<file path="config.mk">
export PLATFORM = sky130hd
export DESIGN_NAME = cau_fifo
export DESIGN_NICKNAME = d
export VERILOG_FILES = /design/src/hw/rtl/cau_pkg.sv /design/src/hw/rtl/cau_fifo.sv
export SDC_FILE = /design/constraint.sdc
export NUM_CORES = 1
export LEC_CHECK = 0
export BUFFER_PORTS_ARGS = -buffer_cell sky130_fd_sc_hd__buf_4
export CORE_MARGIN = 2
export CORE_UTILIZATION = 55
export CTS_BUF_LIST = sky130_fd_sc_hd__clkbuf_4 sky130_fd_sc_hd__clkbuf_8
export DETAILED_ROUTE_END_ITERATION = 10
export PLACE_DENSITY = 0.86
export RECOVER_POWER = 25
export SYNTH_ARGS = -nofsm -noshare
export SYNTH_HDL_FRONTEND = slang
export SYNTH_SLANG_ARGS = --single-unit
</file>
<file path="constraint.sdc">
create_clock -name clk -period 1.7 [get_ports clk]
set_clock_uncertainty 0.05 [all_clocks]
set_input_delay 0.085 -clock clk [delete_from_list [all_inputs] [get_ports clk]]
set_output_delay 0.085 -clock clk [all_outputs]
set_load 0.01 [all_outputs]
</file>
<file path="src/hw/rtl/cau_pkg.sv">
// Shared types and constants for the complex arithmetic unit.
`default_nettype none
package cau_pkg;

	typedef enum logic [2:0] {
		CMD_ADD   = 3'd0,
		CMD_SUB   = 3'd1,
		CMD_MUL   = 3'd2,
		CMD_DIV   = 3'd3,
		CMD_CONJ  = 3'd4,
		CMD_NEG   = 3'd5,
		CMD_RECIP = 3'd6,
		CMD_SCALE = 3'd7
	} cmd_t;

	// Datapath class chosen by the front end.
	typedef enum logic [1:0] {
		KIND_LIN = 2'd0,
		KIND_MUL = 2'd1,
		KIND_DIV = 2'd2
	} kind_t;

	typedef struct packed {
		kind_t kind;
		logic  sub_re;
		logic  sub_im;
	} ctrl_t;

	localparam int unsigned CMD_W      = 3;
	localparam int unsigned FIFO_DEPTH = 4;
	localparam int unsigned FIFO_AW    = 2;

endpackage
`default_nettype wire

</file>
<file path="src/hw/rtl/cau_fifo.sv">
// Short queue between front end and back end.
`default_nettype none
module cau_fifo #(
	parameter int WIDTH = 8
) (
	input  wire logic             clk,
	input  wire logic             arst_n,
	input  wire logic             wr_en,
	input  wire logic [WIDTH-1:0] wr_data,
	input  wire logic             rd_en,
	output logic      [WIDTH-1:0] rd_data,
	output logic                  full,
	output logic                  empty
);

	localparam int AW = cau_pkg::FIFO_AW;

	logic [WIDTH-1:0] mem_q [cau_pkg::FIFO_DEPTH];
	logic [AW-1:0]    wr_ptr_q;
	logic [AW-1:0]    rd_ptr_q;
	logic [AW:0]      cnt_q;

	assign full    = (cnt_q == (AW+1)'(cau_pkg::FIFO_DEPTH));
	assign empty   = (cnt_q == '0);
	assign rd_data = mem_q[rd_ptr_q];

	always_ff @(posedge clk or negedge arst_n) begin
		if (!arst_n) begin
			wr_ptr_q <= '0;
			rd_ptr_q <= '0;
			cnt_q    <= '0;
		end else begin
			if (wr_en) wr_ptr_q <= wr_ptr_q + AW'(1);
			if (rd_en) rd_ptr_q <= rd_ptr_q + AW'(1);
			unique case ({wr_en, rd_en})
				2'b10:   cnt_q <= cnt_q + (AW+1)'(1);
				2'b01:   cnt_q <= cnt_q - (AW+1)'(1);
				default: cnt_q <= cnt_q;
			endcase
		end
	end

	always_ff @(posedge clk) begin
		if (wr_en) mem_q[wr_ptr_q] <= wr_data;
	end

endmodule
`default_nettype wire

</file>
==> summary by stage <==
Layout
The count of fill cells added during filler insertion is 176. The number of nets in the finished design is 138. The post-route non-filler standard cell count is 152. The fraction of final layout cells sized beyond drive strength 1 is 29.8%. The total inserted antenna cells is 0. The area added between synthesis and finish is 27.7%.

Worst setup path
STA classifies the critical path endpoint as an output port. The arrival time reported for the critical path endpoint is 1.56 ns. STA classifies the critical path startpoint as a flop.

The critical path data required time is 1.56 ns. The worst setup path category is reg2out. Of all nets on the critical path, the largest fanout is 4. The start of the worst register-to-register path is cnt_q[0]$_DFFE_PN0P_. The worst register-to-register path has a setup slack of 0.27 ns. The worst flop-to-flop path endpoint is cnt_q[2]$_DFFE_PN0P_. The number of cells on the worst reg-to-reg path is 5.

The most critical setup path has its startpoint at rd_ptr_q[0]$_DFFE_PN0P_. In this run the worst setup path terminates at rd_data[0].

Drt
The via density per instance is 5.31. The routed design has 2640 um of wire. The first routing iteration left 37 violations. Dividing the detail-routed wire length by the instance count gives 17.3 um. The remaining design rule violation count is 0. Once detail routing completed, the nets flagged for antenna violations numbered 0. The first-pass iteration count of the detailed router is 4. The total via count after detailed routing is 807.

Global routing
The remaining global-route overflow is 0. For this run, the total global-route usage over all layers was measured as 17.8%. The maximum number of pins on one net before global-route repair is 13.

The via count of the first global-routing pass came to 839. The first-pass GRT wire length is 4080 um. The number of antenna violations at the first check in global routing is 0.

Timing
For the pin with the worst max-slew slack, the measured transition is 0.437 ns. Measured against its own limit, the worst slew margin works out to 70.9%. Setup repair after global routing could not meet its margin everywhere. The final cycle utilization of the critical path is 99.8%. Setup violations remaining at the end of the flow were counted as 0. Static timing analysis puts the maximum clock frequency at 589 MHz. The number of failing hold endpoints at the final stage is 0. The worst hold slack across all endpoints is 0.446 ns.

After routing, the total negative slack on setup checks comes to 0 ns. The routed design could run at a clock period as short as 1.70 ns. The number of slew-limit violations in the final report is 0.

Synthesis
Sorting the synthesized cells by how often they occur yields 32 x edfxtp_1, 8 x mux4_2, 7 x dfrtp_1. After synthesis, the largest family of logic cells by area is multiplexers. The register bit count reported by yosys is 39. After Yosys synthesis, full adders, half adders and majority gates account for 5.32% of the synthesized area. The net count of the mapped netlist is 97. Yosys attributes the largest share of cell area to edfxtp_1 62%, mux4_2 12%, dfrtp_1 11%.

Sequential cells were found to cover 73.2% of the synthesized design area. The combined area of all synthesized cells is 1550 um2. Counting flops with a built-in enable in the synthesized netlist gives 32. The synthesis warning total is 0.

The unique cell type count in the Yosys netlist is 16. The biggest area consumer among synthesized cells is edfxtp_1. Of the total synthesized cell area, the portion taken by AND, OR, NAND and NOR gates is 3.31%. The cell count after synthesis came out at 79. The proportion of synthesized area in mux cells is 11.6%. The proportion of netlist area held by the largest area contributor is 61.9%. The synthesized netlist devotes 0.645% of its cell area to compound gates. The average size of a mapped cell is 19.6 um2. The predominant post-synthesis flop cell is edfxtp_1. In the post-synthesis netlist, the cell with the most instances is edfxtp_1. Counting flops with an async set or reset pin after synthesis yields a share of 17.9%. Summing the areas of all xor and xnor instances in the mapped netlist gives 3.39% of the synthesized area.

CTS
The worst-case clock buffer depth is 2. The buffer type at the clock tree root is clkbuf_4. The clock tree from TritonCTS is done.

At the later pin of the worst-skew pair, clock insertion delay measures 0.34 ns. The total number of H-tree levels is 2. The clock transition at the register clock pins on the worst setup and hold paths after CTS is 0.11 ns.

The number of buffers inserted during clock tree synthesis is 5. The clock drives 39 sinks.

Pwr
In this run the power density over the cells is 1610 nW/um2. The leakage power figure is 0.755 nW. The maximum vdd drop is 1170 uV.

Floorplan
Once the floorplan was initialized, standard cells occupied 57.2% of the core. Row generation in the floorplan step produced 19 rows. In this run the count of I/O pins placed on the die edge is 22.

The die height is 57.1 um. The floorplan step defined a die boundary enclosing 3260 um2. The floorplan die width is 57.1 um. In this run the standard cell core region covers 2710 um2.

Placed design
Routability-driven placement finished with a final weighted congestion of 0.691. The number of input and output port buffers inserted is 21. Summed over all nets, the half-perimeter wirelength after detailed placement is 1750 um.

The number of placed instances, taps included is 131.

Min path
The worst hold-check path type is reg2reg. The count of cells along the worst hold path is 1. The startpoint identified for the worst hold timing path is cnt_q[2]$_DFFE_PN0P_.

Outcome
The run finished with clean final reports.

Job
The max-cap check violation count is 0.
kinds of logic (layout without fill, tap and decap cells):
logic type	after synthesis	count (layout)
muxes	8	8
AOI/OAI and AO/OA	2	2
buffers and inverters	8	50
adders and majority gates	6	6
and+or+nand+nor	10	10
xor gates and xnor gates	6	6
DFF	39	39
power by group:
group / total [W] / leakage (nW) / internal [W] / switching (W)
clock network: 0.000638 / 0.0482 / 0.000348 / 0.000290
registers: 0.00143 / 0.377 / 0.00128 / 0.000150
logic: 0.00113 / 0.330 / 0.000648 / 0.000478
how the worst min path moves through the flow:
stage                                         end  slack, ns
final                        cnt_q[2]$_DFFE_PN0P_       0.45
after global placement       cnt_q[0]$_DFFE_PN0P_      -0.15
after floorplan              cnt_q[0]$_DFFE_PN0P_      -0.26
after global routing      rd_ptr_q[0]$_DFFE_PN0P_       0.43
after detailed placement  rd_ptr_q[0]$_DFFE_PN0P_      -0.15
after CTS                    cnt_q[0]$_DFFE_PN0P_      0.003
registers in the layout, summed over array words and instances (netlist names):
signal and count:
cnt_q 3, mem_q 32, rd_ptr_q 2, wr_ptr_q 2
critical path: stages (launching register included):
cell     delay (ns)
dfrtp_1        0.41
buf_6          0.14
mux4_2         0.52
buf_6          0.14
placed cells by master (no fill, tap or decap):
cell,n
clkbuf_1,6
nor3_1,1
mux4_2,8
clkbuf_8,1
ha_2,1
dfrtp_1,7
nand2_1,3
dlygate4sd3_1,12
fa_2,1
buf_4,8
edfxtp_1,32
xnor2_1,2
and2_1,4
xor2_1,4
clkinv_2,1
nor2_1,1
and3_1,1
o21ai_0,2
bufinv_16,1
buf_6,10
ha_1,4
clkbuf_4,5
inv_1,6
metrics by stage:
step	utilization [%]	power, W	instance area, um2	worst slack (ns)
after floorplan	-	0.00203	1550	0.347
after global placement	64.5	0.00236	1750	0.301
after detailed placement	64.5	0.00244	1750	0.251
after CTS	73.2	0.00322	1980	-0.0276
after global routing	73.1	0.00338	1980	-0.0613
final	73.1	0.00319	1980	0.00311
area by class of cell:
class | instances | area (um2) | area share, %
inverters | 6 | 22.5 | 1.14
clock buffers | 6 | 51.3 | 2.59
well taps | 31 | 38.8 | 1.96
clock inverters | 2 | 35.0 | 1.77
multi-input cells | 32 | 382 | 19.3
flip-flops and latches | 39 | 1140 | 57.4
repair buffers | 36 | 315 | 15.9
per-layer routing:
metal	vias to the layer above	global-route usage, %	share of wire, %
met1	406	22.0	40
li1	375	-	-
met5	-	0	0
met2	26	30.0	55
met4	0	4.98	0
met3	0	6.12	4.4
repair_timing:
item	in CTS	in global routing
endpoints found under the hold margin	43	4
buffers inserted	1	0
hold buffers	11	1
setup endpoints to repair	8	9
pin swaps	0	3
resized for setup	9	3
(Power assumes the default switching activity.)
