--- src/hw/rtl/cau_pkg.sv ---
// Shared types and constants for the complex arithmetic unit.
`default_nettype none
package cau_pkg;

	typedef enum logic [2:0] {
		CMD_ADD   = 3'd0,
		CMD_SUB   = 3'd1,
		CMD_MUL   = 3'd2,
		CMD_DIV   = 3'd3,
		CMD_CONJ  = 3'd4,
		CMD_NEG   = 3'd5,
		CMD_RECIP = 3'd6,
		CMD_SCALE = 3'd7
	} cmd_t;

	// Datapath class chosen by the front end.
	typedef enum logic [1:0] {
		KIND_LIN = 2'd0,
		KIND_MUL = 2'd1,
		KIND_DIV = 2'd2
	} kind_t;

	typedef struct packed {
		kind_t kind;
		logic  sub_re;
		logic  sub_im;
	} ctrl_t;

	localparam int unsigned CMD_W      = 3;
	localparam int unsigned FIFO_DEPTH = 4;
	localparam int unsigned FIFO_AW    = 2;

endpackage
`default_nettype wire

--- src/hw/rtl/cau_front.sv ---
// Front end: decodes the command and maps operands onto the shared datapath.
`default_nettype none
module cau_front #(
	parameter int W = 32,
	parameter int F = 16
) (
	input  wire logic [cau_pkg::CMD_W-1:0] command,
	input  wire logic signed [W-1:0]       a_re,
	input  wire logic signed [W-1:0]       a_im,
	input  wire logic signed [W-1:0]       b_re,
	input  wire logic signed [W-1:0]       b_im,
	output cau_pkg::ctrl_t                 ctrl,
	output logic signed [W-1:0]            u_re,
	output logic signed [W-1:0]            u_im,
	output logic signed [W-1:0]            v_re,
	output logic signed [W-1:0]            v_im
);

	localparam logic [W-1:0] ONE = W'(1) << F;

	always_comb begin
		ctrl.kind   = cau_pkg::KIND_LIN;
		ctrl.sub_re = 1'b0;
		ctrl.sub_im = 1'b0;
		u_re = a_re;
		u_im = a_im;
		v_re = b_re;
		v_im = b_im;
		unique case (cau_pkg::cmd_t'(command))
			cau_pkg::CMD_ADD: begin
			end
			cau_pkg::CMD_SUB: begin
				ctrl.sub_re = 1'b1;
				ctrl.sub_im = 1'b1;
			end
			cau_pkg::CMD_MUL: begin
				ctrl.kind = cau_pkg::KIND_MUL;
			end
			cau_pkg::CMD_DIV: begin
				ctrl.kind = cau_pkg::KIND_DIV;
			end
			cau_pkg::CMD_CONJ: begin
				u_im = '0;
				v_re = '0;
				v_im = a_im;
				ctrl.sub_im = 1'b1;
			end
			cau_pkg::CMD_NEG: begin
				u_re = '0;
				u_im = '0;
				v_re = a_re;
				v_im = a_im;
				ctrl.sub_re = 1'b1;
				ctrl.sub_im = 1'b1;
			end
			cau_pkg::CMD_RECIP: begin
				// 1 / a: numerator is (1.0, 0)
				ctrl.kind = cau_pkg::KIND_DIV;
				u_re = ONE;
				u_im = '0;
				v_re = a_re;
				v_im = a_im;
			end
			cau_pkg::CMD_SCALE: begin
				// real scale is a product with b_im forced to zero
				ctrl.kind = cau_pkg::KIND_MUL;
				v_im = '0;
			end
			default: begin
			end
		endcase
	end

endmodule
`default_nettype wire

--- config.mk ---
export PLATFORM = sky130hd
export DESIGN_NAME = cau_front
export DESIGN_NICKNAME = d
export VERILOG_FILES = /design/src/hw/rtl/cau_pkg.sv /design/src/hw/rtl/cau_front.sv
export SDC_FILE = /design/constraint.sdc
export NUM_CORES = 1
export LEC_CHECK = 0
export ABC_AREA = 1
export BUFFER_PORTS_ARGS = -buffer_cell sky130_fd_sc_hd__clkbuf_2
export CAP_MARGIN = 10
export CORE_AREA = 8 8 95 97
export DETAILED_ROUTE_END_ITERATION = 12
export DIE_AREA = 0 0 103 105
export PLACE_DENSITY_LB_ADDON = 0.15
export SETUP_SLACK_MARGIN = 0.1
export SYNTH_ARGS = -nofsm -noshare
export SYNTH_HDL_FRONTEND = slang
export SYNTH_SLANG_ARGS = --single-unit
--- constraint.sdc ---
create_clock -name vclk -period 0.8
set_clock_uncertainty 0.05 [all_clocks]
set_input_delay 0.04 -clock vclk [all_inputs]
set_output_delay 0.04 -clock vclk [all_outputs]
set_load 0.05 [all_outputs]
==> impl_results.md, run 1 <==
- Status: finished with violations
- Failing checks: negative setup slack
- Die height: 105 microns
- Clkbuf count: 0
- Top-Level Pins: roughly 260
- Fmax: 801 MHz
- Vias in the first global route: between 4000 and 5000
- Hold-fix buffers, CTS: 0
- Largest area contributor in the netlist: nand2_1
- Lkg Pwr: roughly 3.6 nW
- Power share of the clock group: 0%
- Pin count of the biggest net entering global routing: 17
- Worst EP required: slightly above 0.7 ns
- Critical path type: input port to output pin
- Initial antenna violation count: 1
- Register area: 0 sq um
- Syn avg cell area: 4.10 sq um
- Max-slew headroom: between 80% and 90%
- Critical Path Most Common Cell: buf_12
- Final GP Congestion: a little under 0.8
- Synth top area cells: nand2_1 (38%), inv_1 (19%), nor2_1 (18%)
- Largest fanout on the critical path: 7
- Layout cell share with drive strength beyond 1: 81.5%
- Ys Warns: 0
- DR DRC count: 0
- Hold_sp: a_re[15]
- Sequential share of power: 0%
- Cell internal pwr: about 0.0033 W
- First-pass iteration count of the detailed router: 4
- RSZ-0062 raised after global routing: true
- Total Routed Length: roughly 20 mm
- Number of buffers added on ports: 263
- Share of the yosys chip area belonging to registers: 0%
- Slowest CP cell: buf_12
- Fin nets: between 700 and 800
- WHS Endpoint: v_re[15]
- Syn nets: 453
- HP Class: input port to output pin
- Critical path depth in cells: 10
- Final worst setup slack: -0.448 ns
- GRT Residual Overflow: 0
- Dpl cell area: around 6000 sq um
- Row count: 32
- Sequential cell count: 0
- Cell area after layout: between 7000 and 8000 sq um
- First-pass GRT wire length: roughly 26 mm
- Worst vdd ir: ~0.00079 V
- Overall routing resource usage: 31.1%
- Arr. time, crit path: roughly 1.2 ns
- Tmin final: about 1.2 ns
- CP max stage delay: roughly 0.16 ns
- Tcrit/Tclk final: 156%
- Cell Area, Synth: 1320 sq um
- Critical path startpoint category: input port
- Sw Ratio: roughly 55%
- DR iter-0 viols: 123
- Top-area cell type share of the netlist area: a little under two fifths
- Routed wire per std cell: 27.6 microns
- Yosys cell types: 13
- Worst path cell trace: clkbuf_16 -> buf_12 -> inv_12 -> nand3_4 -> nand2_8 -> buf_12 -> buf_12 -> nand2_4 -> nand2_4 -> buf_12
- Max-Cap Viols: 0
- Hold depth: 4
- Tot Pwr: 0.00741 W
- Comb pwr share: 100.0%
- Layout fillers: between 150 and 200
- Switching pwr: between 0.004 and 0.005 W
- DIE AREA: 10800 sq um
- Placed instance count: a little under 700
- Commonest cells post-synth: nand2_1 (133), inv_1 (67), nor2_1 (64)
- Pins Over Slew Limit: 0
- Antenna Nets Post-Route: 0
- Slew @ Worst Pin: roughly 0.25 ns
- Starting Density: 17.5%
- Pwr dens: 1030 nW/um^2
- CP endpoint kind: output pin
- Critical path buffers and inverters: 6
- CORE AREA: between 7000 and 8000 sq um
- Final std cells w/o fill: 729
- Detailed placement HPWL: around 11 mm
- Most common cell in the netlist: nand2_1
- Via density: between 5 and 6
- Final Hold Violating Endpoints: 0
- Die X: slightly above 100 microns
- Setup violators final: ~130
- Area growth from synthesis to layout: 445%
- DR vias: approximately 3700
- Family with the most delay on the worst path: buffers and inverters
- Mapped Cells: ~320
-- routing by layer --
| metal | wire length [microns] | vias up | share of wire [%] | global-route usage (%) |
|---|---|---|---|---|
| met5 | 0 | - | 0 | 0 |
| met4 | 1490 | 0 | 7.4 | 17.7 |
| met3 | 1880 | 100 | 9.3 | 10.6 |
| met2 | 10700 | 286 | 53 | 59.7 |
| met1 | 6000 | 1749 | 30 | 26.6 |
| li1 | - | 1543 | - | - |
-- through the flow --
stage | TNS [ns] | hold slack (ns) | utilization (%) | setup WS (ns)
after floorplan | -3.28 | 0.139 | - | -0.0788
after global placement | -44.37 | 0.366 | 79.7 | -0.434
after detailed placement | -46.58 | 0.372 | 79.7 | -0.470
after CTS | -43.04 | 0.359 | 93.5 | -0.378
after global routing | -50.90 | 0.389 | 95.6 | -0.491
final | -47.11 | 0.383 | 95.6 | -0.448
-- cell usage in the layout, fill, tap and decap left out --
cell type   instances
nand2_4            74
buf_8               1
o21ai_4            33
buf_4              15
buf_6              11
nand2_2             6
clkinvlp_4          1
a21oi_1             1
inv_16              3
inv_4               1
nand3_4             2
clkbuf_16           5
diode_2             1
buf_12            150
nand2_8             4
clkbuf_2          128
buf_16              8
o21ai_2             1
nor2_4             64
nand2_1            51
clkinv_16           1
inv_12              2
inv_1              64
-- layout make-up --
cell class         instances  area [sq um]  area share (%)
inverters                 68           290            4.03
repair inverters           4          86.3            1.20
repair buffers           318          4240            58.9
diodes                     1          2.50          0.0348
well taps                102           128            1.77
multi-input cells        236          2450            34.0
-- kinds of logic (layout without fill, tap and decap cells) --
kind of cell | after synthesis | after routing | share of synthesized area, %
AND/OR/NAND/NOR | 200 | 201 | 57.3
buffers and inverters | 87 | 390 | 29.5
AO/OA/AOI/OAI | 35 | 35 | 13.3
other | 0 | 1 | 0
-- worst max path at each step --
stage | slack (ns) | startpoint | endpoint
after global placement | -0.43 | command[0] | v_re[2]
after detailed placement | -0.47 | command[0] | v_re[11]
after CTS | -0.38 | command[0] | v_re[24]
after floorplan | -0.08 | command[0] | ctrl[3]
after global routing | -0.49 | command[0] | v_re[1]
final | -0.45 | command[0] | v_re[1]
-- tightest hold or removal path: stages --
cell	delay, ns
clkbuf_2	0.11
nand2_4	0.05
nand2_4	0.06
buf_12	0.12
-- power by group through the flow --
| stage | registers (W) | clock network, W | logic [W] |
|---|---|---|---|
| 2_1_floorplan | 0 | 0 | 0.00335 |
| 3_3_place_gp | 0 | 0 | 0.00625 |
| 3_5_place_dp | 0 | 0 | 0.00634 |
| 4_1_cts | 0 | 0 | 0.00710 |
| 5_1_grt | 0 | 0.000000000167 | 0.00757 |
| 6_report | 0 | 0.000000000167 | 0.00741 |
-- what timing repair did --
item / in CTS / in global routing
pin swaps: 46 / 32
resized for setup: 133 / 31
cloned: 13 / 2
setup endpoints to repair: 132 / 132
setup buffers: 23 / 7
hold endpoints to repair: 0 / 0
(Power assumes the default switching activity.)
==> run 2, diff against run 1 <==
PLACE_DENSITY_LB_ADDON = unset   (was 0.15)
clock period = 1.1 ns   (was 0.8 ns; I/O delays follow)
==> impl_results.md, run 2 (synthesized netlist as in run 1, its figures left out) <==
- Status: finished with violations
- Failing checks: negative setup slack
- CP endpoint kind: output pin
- Largest fanout on the critical path: 8
- CP max stage delay: about 0.14 ns
- Critical path depth in cells: 10
- Initial antenna violation count: 0
- Overall routing resource usage: 21.1%
- Family with the most delay on the worst path: buffers and inverters
- Sum Neg Setup Slack: -3.27 ns
- Pins Over Slew Limit: 0
- Arr. time, crit path: roughly 1.1 ns
- Row count: 32
- CORE AREA: 7530 sq um
- Sequential cell count: 0
- First-pass iteration count of the detailed router: 5
- Lkg Pwr: ~3.0 nW
- Pin count of the biggest net entering global routing: 33
- Critical path startpoint category: input port
- # diodes: 0
- DIE AREA: ~11000 sq um
- Pwr dens: 779 nW/um^2
- GRT Residual Overflow: 0
- Routed wire per std cell: between 15 and 20 microns
- Register area: 0 sq um
- Layout cell share with drive strength beyond 1: 72.6%
- Leading cell type in the layout, fill and taps excluded: clkbuf_2
- Multi-input gate area: 1760 sq um
- Critical Path Sink: v_re[25]
- Starting Density: around 18%
- Final worst setup slack: -0.0817 ns
- Worst vdd ir: between 0.0004 and 0.0005 V
- Max-Cap Viols: 0
- Area growth from synthesis to layout: 322%
- Die X: between 100 and 150 microns
- Die height: between 100 and 150 microns
- Hold-fix buffers, CTS: 0
- RSZ-0062 raised after global routing: true
- Setup violators final: 92
- First-pass GRT wire length: 18.3 mm
- Fmax: around 850 MHz
- Antenna Nets Post-Route: 0
- Critical path buffers and inverters: 6
- Slowest CP cell: clkbuf_16
- Vias in the first global route: 3495
- Max-slew headroom: 80.2%
- Final Hold Violating Endpoints: 0
- Total Routed Length: roughly 13 mm
- Top-Level Pins: between 200 and 300
- HP Class: input port to output pin
- Tot Pwr: around 0.0043 W
- Tmin final: approximately 1.2 ns
- Critical path type: input port to output pin
- Worst EP required: 1.00 ns
- Slew @ Worst Pin: between 0.2 and 0.3 ns
- DR DRC count: 0
- Hold_sp: b_im[31]
- DR vias: approximately 3200
- Clkbuf count: 0
- DR iter-0 viols: 76
- Crit path from: command[1]
- Final GP Congestion: ~0.8
- Tcrit/Tclk final: 107%
- Number of buffers added on ports: 263
- Detailed placement HPWL: roughly 9 mm
- Leading cell types in the layout, fill and taps excluded: clkbuf_2 (129), buf_12 (91), nand2_1 (84)
- Layout fillers: 495
- Worst path cell trace: clkbuf_16 -> inv_8 -> nand3_4 -> nand2_4 -> buf_12 -> buf_6 -> buf_16 -> nand2_2 -> nand2_2 -> buf_12
- Via density: between 4 and 5
- Fin nets: 731
run 2: cell types whose count changed in the layout (fill, tap and decap cells not counted), sizes merged:
cell,previous run,this run
inv,70,68
clkinvlp,1,0
diode,1,0
clkbuf,133,160
buf,185,134
nand2,135,134
clkinv,1,0
bufbuf,0,1
run 2: layer usage:
metal  track usage [%]  wire [microns]  up-vias
met2              43.0            7220      194
met1              19.3            4010     1456
met5                 0               0        -
met4              5.07             422        0
met3              5.97            1230       38
li1                  -               -     1475
run 2: worst min path at each step:
stage               end  cells past startpoint
2_1_floorplan   u_re[0]                      2
3_3_place_gp   u_re[21]                      4
3_5_place_dp   u_re[21]                      4
4_1_cts        v_re[13]                      4
5_1_grt         v_im[3]                      4
6_report       v_im[31]                      4
run 2: power by group:
part	internal (W)	total (W)	leakage [nW]	switching, W
Combinational	0.00186	0.00434	2.97	0.00248
Sequential	0	0	0	0
Clock	0	0	0	0
run 2: cell type report:
cell class                 instances  share of cell area [%]
inverter                          68                    4.99
tap                              102                    2.29
multi-input combinational        235                    31.5
timing repair buffer             295                    61.2
run 2: what timing repair did:
item	CTS	global route
buffers inserted	3	4
cloned	6	3
setup endpoints to repair	130	130
pin swaps	17	10
gates resized for setup	206	59
hold endpoints to repair	0	0
run 2: per-stage QoR:
stage / instance area [sq um] / instances / util [%] / hold slack, ns / setup WS, ns
2_1_floorplan: 1580 / 322 / - / 0.214 / -0.189
3_3_place_gp: 4340 / 684 / 57.6 / 0.386 / -0.0670
3_5_place_dp: 4340 / 684 / 57.6 / 0.392 / -0.107
4_1_cts: 5310 / 693 / 70.5 / 0.397 / -0.0627
5_1_grt: 5570 / 700 / 74.0 / 0.411 / -0.119
6_report: 5570 / 700 / 74.0 / 0.399 / -0.0817
